## config.mk

```make
export PLATFORM = sky130hd
export DESIGN_NAME = rgbd_ds_ctrl
export DESIGN_NICKNAME = d
export VERILOG_FILES = /design/src/sv/rgbd_ds_pkg.sv /design/src/sv/rgbd_ds_ctrl.sv
export VERILOG_INCLUDE_DIRS = /design/src /design/src/sv
export SDC_FILE = /design/constraint.sdc
export NUM_CORES = 1
export LEC_CHECK = 0
export ABC_AREA = 1
export ABC_CLOCK_PERIOD_IN_PS = 1210
export BUFFER_PORTS_ARGS = -buffer_cell sky130_fd_sc_hd__buf_2
export CORE_AREA = 2 2 39 41
export DETAILED_ROUTE_END_ITERATION = 12
export DIE_AREA = 0 0 41 43
export PLACE_DENSITY = 0.54
export SLEW_MARGIN = 5
export SYNTH_ARGS = -nofsm -noshare
export SYNTH_HDL_FRONTEND = slang
export SYNTH_SLANG_ARGS = --single-unit
```

## constraint.sdc

```tcl
create_clock -name i_clk -period 1.21 [get_ports i_clk]
set_input_delay 0.1815 -clock i_clk [delete_from_list [all_inputs] [get_ports i_clk]]
set_output_delay 0.1815 -clock i_clk [all_outputs]
set_load 0.05 [all_outputs]
```

## src/sv/assert_macros.svh

```systemverilog
// Assertion macros used by the controller of the 2x2 downsampler
`ifndef ASSERT_MACROS_SVH
`define ASSERT_MACROS_SVH
`ifndef SYNTH
// ante holds at an edge -> cons holds at the same edge
`define ASSERT_IMPL(lbl, clk, rst_n, ante, cons, msg) \
    lbl: assert property (@(posedge clk) disable iff (!rst_n) (ante) |-> (cons)) \
        else $error(msg);
// ante holds at an edge -> cons holds at the next edge
`define ASSERT_NEXT(lbl, clk, rst_n, ante, cons, msg) \
    lbl: assert property (@(posedge clk) disable iff (!rst_n) (ante) |=> (cons)) \
        else $error(msg);
`else
`define ASSERT_IMPL(lbl, clk, rst_n, ante, cons, msg)
`define ASSERT_NEXT(lbl, clk, rst_n, ante, cons, msg)
`endif
`endif

```

## src/sv/rgbd_ds_pkg.sv

```systemverilog
// Package: types, constants and state codes of the 2x2 RGB-D downsampler
package rgbd_ds_pkg;

    localparam int DEF_MAX_WIDTH = 1024;
    localparam int DEF_INV_SHIFT = 30;

    localparam int CFG_W_BITS   = 11;
    localparam int CFG_H_BITS   = 12;
    localparam int CFG_IDX_BITS = 1;
    localparam int CFG_DATA_BITS = 12;

    // Register indexes of the configuration port
    localparam logic [CFG_IDX_BITS-1:0] CFG_IDX_WIDTH  = 1'b0;
    localparam logic [CFG_IDX_BITS-1:0] CFG_IDX_HEIGHT = 1'b1;

    localparam logic [CFG_W_BITS-1:0] CFG_W_RESET = 11'd640;
    localparam logic [CFG_H_BITS-1:0] CFG_H_RESET = 12'd480;

    typedef struct packed {
        logic [15:0] gray_in;
        logic [15:0] depth_in;
    } t_pix_in;

    typedef struct packed {
        logic [15:0] gray_avg;
        logic [15:0] depth_avg;
        logic        frame_end;
    } t_blk_out;

    typedef enum logic [2:0] {
        S_IDLE,
        S_INV,
        S_INV_WAIT,
        S_PAIR,
        S_MEAN,
        S_MEAN_WAIT,
        S_OUT
    } t_state;

    // Controller -> datapath commands
    typedef struct packed {
        logic capture;    // take the input transaction
        logic div_inv;    // start inverse-depth division
        logic div_mean;   // start harmonic-mean division
        logic pair_step;  // combine pixel pair, update hold / line buffer
        logic advance;    // step column / row
        logic load_out;   // load the output register
    } t_dp_cmd;

    // Datapath -> controller status
    typedef struct packed {
        logic depth_zero;
        logic div_done;
        logic col_odd;
        logic row_odd;
        logic mean_needed;
        logic out_free;
    } t_dp_stat;

endpackage

```

## src/sv/rgbd_ds_ctrl.sv

```systemverilog
// Controller: sequences capture, divisions, pair update and result load
`include "assert_macros.svh"
module rgbd_ds_ctrl
    import rgbd_ds_pkg::*;
(
    input  logic     i_clk,
    input  logic     i_rst_n,
    input  logic     i_in_valid,
    output logic     o_in_stall,
    input  t_dp_stat i_stat,
    output t_dp_cmd  o_cmd
);
    t_state r_state, n_state;
    logic   w_accept;

    assign w_accept = i_in_valid && (r_state == S_IDLE);

    // Next state
    always_comb begin
        n_state = r_state;
        case (r_state)
            S_IDLE:      if (i_in_valid) n_state = S_INV;
            S_INV:       n_state = i_stat.depth_zero ? S_PAIR : S_INV_WAIT;
            S_INV_WAIT:  if (i_stat.div_done) n_state = S_PAIR;
            S_PAIR:      n_state = (i_stat.col_odd && i_stat.row_odd) ? S_MEAN : S_IDLE;
            S_MEAN:      n_state = i_stat.mean_needed ? S_MEAN_WAIT : S_OUT;
            S_MEAN_WAIT: if (i_stat.div_done) n_state = S_OUT;
            S_OUT:       if (i_stat.out_free) n_state = S_IDLE;
            default:     n_state = S_IDLE;
        endcase
    end

    // Outputs
    always_comb begin
        o_cmd      = '0;
        o_in_stall = (r_state != S_IDLE);
        case (r_state)
            S_IDLE: o_cmd.capture = w_accept;
            S_INV:  o_cmd.div_inv = ~i_stat.depth_zero;
            S_PAIR: begin
                o_cmd.pair_step = 1'b1;
                o_cmd.advance   = ~(i_stat.col_odd & i_stat.row_odd);
            end
            S_MEAN: o_cmd.div_mean = i_stat.mean_needed;
            S_OUT: begin
                o_cmd.load_out = i_stat.out_free;
                o_cmd.advance  = i_stat.out_free;
            end
            default: o_cmd = '0;
        endcase
    end

    always_ff @(posedge i_clk) begin
        if (!i_rst_n) begin
            r_state <= S_IDLE;
        end else begin
            r_state <= n_state;
        end
    end

    `ASSERT_IMPL(a_done_in_wait, i_clk, i_rst_n, i_stat.div_done, (r_state == S_INV_WAIT) || (r_state == S_MEAN_WAIT), "divider finished outside a wait state")
    `ASSERT_IMPL(a_load_free, i_clk, i_rst_n, o_cmd.load_out, i_stat.out_free, "result loaded over a held result")
    `ASSERT_NEXT(a_accept_inv, i_clk, i_rst_n, w_accept, r_state == S_INV, "accepted transaction not processed")
endmodule

```

## Yosys cells after proc, flatten, opt, wreduce, memory -nomap -nowiden

Cells that the tools add are included.

| word-level totals | value |
|---|---|
| register bits | 3 |
| bits in latches | 0 |
| bits in writable memories | 0 |
| memory bits (read-only) | 0 |
| bits of input ports | 9 |
| output and inout port bits | 7 |
| logic and storage cells | 33 |
| memories | 0 |

| operators by class | value |
|---|---|
| add/sub/neg operators | 0 |
| multiply operators | 0 |
| div/mod/pow operators | 0 |
| $lt $le $gt $ge | 0 |
| eq/ne operators | 10 |
| shift-type cells | 0 |
| multiplexer cells | 14 |
| bitwise operators | 3 |
| reduce and logical (&&, ||, !) cells | 5 |

Operators by type and width:

| operator | number |
|---|---|
| $pmux W3 S7 | 1 |
| $mux W3 | 5 |
| $eq A3 B3 Y1 const B | 3 |
| $ne A2 B2 Y1 const B | 4 |
| $eq A3 B2 Y1 const B | 2 |
| $mux W1 | 6 |
| $reduce_and A4 Y1 | 1 |
| $eq A3 B1 Y1 const B | 1 |
| $logic_not A3 Y1 | 1 |
| $reduce_bool A3 Y1 | 1 |
| $logic_and A1 B1 Y1 | 2 |
| $mux W2 | 1 |
| $not A1 Y1 | 2 |
| $pmux W1 S2 | 1 |
| $and A1 B1 Y1 | 1 |

## Longest topological paths before layout

| depth | value |
|---|---|
| word-level depth | 3 |
| mapped depth | 9 |
| gate-level depth less buffers | 8 |

## Worst setup path after synthesis

OpenSTA, ideal clock, no wires.

| timing | value |
|---|---|
| path kind | register to output |
| start point | register r_state[0] |
| end point | output port o_cmd[1] (netlist name) |
| arrival | 1.811 ns |
| data required time | 1.028 ns |
| path slack | -0.782 ns |
| cell stages (with the launch flop) | 6 |
| path buffers | 1 |
| path through | dfxtp_1 buf_6 nand2_1 nor2_1 nand2_1 o21ai_0 |

RTL lines:

| what | RTL line | RTL |
|---|---|---|
| start, declared | rgbd_ds_ctrl.sv:13 | `t_state r_state, n_state;` |
| start signal, assigned | rgbd_ds_ctrl.sv:57 | `r_state <= n_state;` |
| end, declared | rgbd_ds_ctrl.sv:11 | `output t_dp_cmd o_cmd` |

==> results.ini <==
[sta]
clock_skew_ns=0.00921
fin_crit_ns=1.37
fin_tns_setup_ns=-0.807
fmax_ghz=0.730
setup_viol=9
fin_crit_sh_pct=113
hold_viol=0
worst_pin_slew_ns=0.184
slew_headroom_pct=87.6
maxSlewViolCount=0
setup_slack_ns=-0.160
grt_setup_unrepaired=yes
holdWs_ns=0.190

[drt]
drtAntennaViolNets=0
drt_iter0_markers=4
avgViaCountPerCell=4.32
via_count=454
drtPass1Iterations=2
wirelength_um=1030
drc=0
wire_per_inst_um=9.78

[global_routing]
grt_pass1_vias=427
grt_max_degree=8
gr-total-overflow=0
antenna_found_initial=0
grt_pass1_wl_um=1670
grt_usage_pct=14.4

[power]
peakVddDrop_mv=0.468
power.density_nw_per_um2=1090
power_mw=0.819
power_leakage_nw=0.369

[min_path]
worstHoldPathType=input port to flip-flop

[clock_tree]
cts_sinks=3
cts_buffers=3
cts_root_buffer=clkbuf_4
cts-hold-fix-buffers=0
clk_latency_ns=0.24
htreeDepth=1
cts_tree=built
clockBufferDepth=2
path_clk_slew_ns=0.04

[finish]
largest_reg_flops=3
layout-drive-gt1-share_pct=68.5
instances_no_fill=105
regMostFlops=r_state
layout.nets=99
num_antenna_cells=0
area_growth_pct=127
fin_util_pct=54.2
top_regs=r_state x3
fin_area_um2=749

[synth]
async_flop_share_pct=0
netlist.top_cell.by_area=dfxtp_1
syn_area_per_cell_um2=5.90
synth.distinct_cells=17
yosys_warnings=0
synth_top_cell_area_share_pct=18.2
synth_edf_count=0
yosysMostFrequentCell=nand2_1
synth-main-ff-cell=dfxtp_1
synth_commonest_cells=nand2_1, inv_1, nand3_1, nor2_1
synth.ff_latch_count=3
yosysSeqAreaShare_pct=18.2
syn_inst=56
synth_area_um2=330
ys_top_cells_by_area=dfxtp_1, nand2_1, nand3_1
syn_nets=65

[placed_design]
dp.cells=92
hpwl_um=668
dpl-instance-area_um2=495
numPortBuffers=15
gp_congestion=0.786
place_worst_setup_slack_ns=-0.0794

[outcome]
violations=setup timing
outcome=finished, violations left

[floorplan]
dieHeight_um=43
placementRows=14
dieArea_um2=1760
start_util_pct=23.9
top_level_ports=16
core-area_um2=1380
die_w_um=41

[setup_path]
crit_arrival_ns=1.19
cp-start-kind=flip-flop
crit_type=flip-flop to output pin
critPathRequiredTime_ns=1.03
end_kind=output pin
crit_fanout=6

[flow_run]
drv_cap=0

cells by family (layout without fill, tap and decap cells):
group           Yosys count  count (layout)  synth area share, %
compound gates            5               5                 9.85
flops                     3               3                 18.2
simple gates             36              36                 53.8
buf+inv                  12              45                 18.2
cell usage in the layout (no fill, tap or decap):
cell	n
o21ai_2	1
nand4_1	2
buf_4	3
a21oi_2	3
nand3_1	6
buf_12	1
buf_6	18
inv_1	6
nand2_2	3
nand3b_1	1
clkbuf_4	3
nand3_2	2
nor2_2	2
o21ai_0	1
nand2_1	11
dfxtp_2	1
nand2_4	3
buf_2	8
clkbuf_1	1
inv_8	1
nor2_4	5
buf_8	1
nor3_4	1
inv_2	3
dfxtp_4	2
final timing paths:
kind | from | slack, ns | to | cells past startpoint
max | r_state[0] | -0.16 | o_cmd[1] | 5
max reg2reg | r_state[1] | -0.06 | r_state[0] | 9
min | i_rst_n | 0.19 | r_state[2] | 3
min reg2reg | r_state[1] | 0.55 | r_state[1] | 2
cell type report:
cell class / instances / area [um^2]
clock buffers: 4 / 26.3
fillers: 131 / 634
inverters: 10 / 45.0
multi-input cells: 41 / 289
flip-flops and latches: 3 / 68.8
well taps: 16 / 20.0
repair buffers: 31 / 300
metal layers:
metal | GRT usage [%] | part of all wire (%) | vias to the layer above
li1 | - | - | 246
met1 | 16.3 | 40 | 192
met2 | 22.2 | 54 | 16
met3 | 6.81 | 5.4 | 0
met4 | 6.00 | 0 | 0
met5 | 0 | 0 | -
repair_timing:
item | in CTS | in global routing
pin swaps | 10 | 7
setup buffers | 8 | 2
endpoints found under the setup margin | 10 | 10
gates cloned | 0 | 0
gates resized for setup | 40 | 8
critical path, cell delays in order (launching register included):
cell and delay (ns):
dfxtp_4 0.36, buf_6 0.12, nor2_4 0.10, inv_2 0.05, o21ai_2 0.14, buf_6 0.17
power by group:
part | leakage [nW] | internal, mW | switching (mW)
clock | 0.0150 | 0.124 | 0.0632
combinational | 0.327 | 0.239 | 0.250
sequential | 0.0264 | 0.115 | 0.0284
No activity file was read; power rests on OpenSTA's default activity.
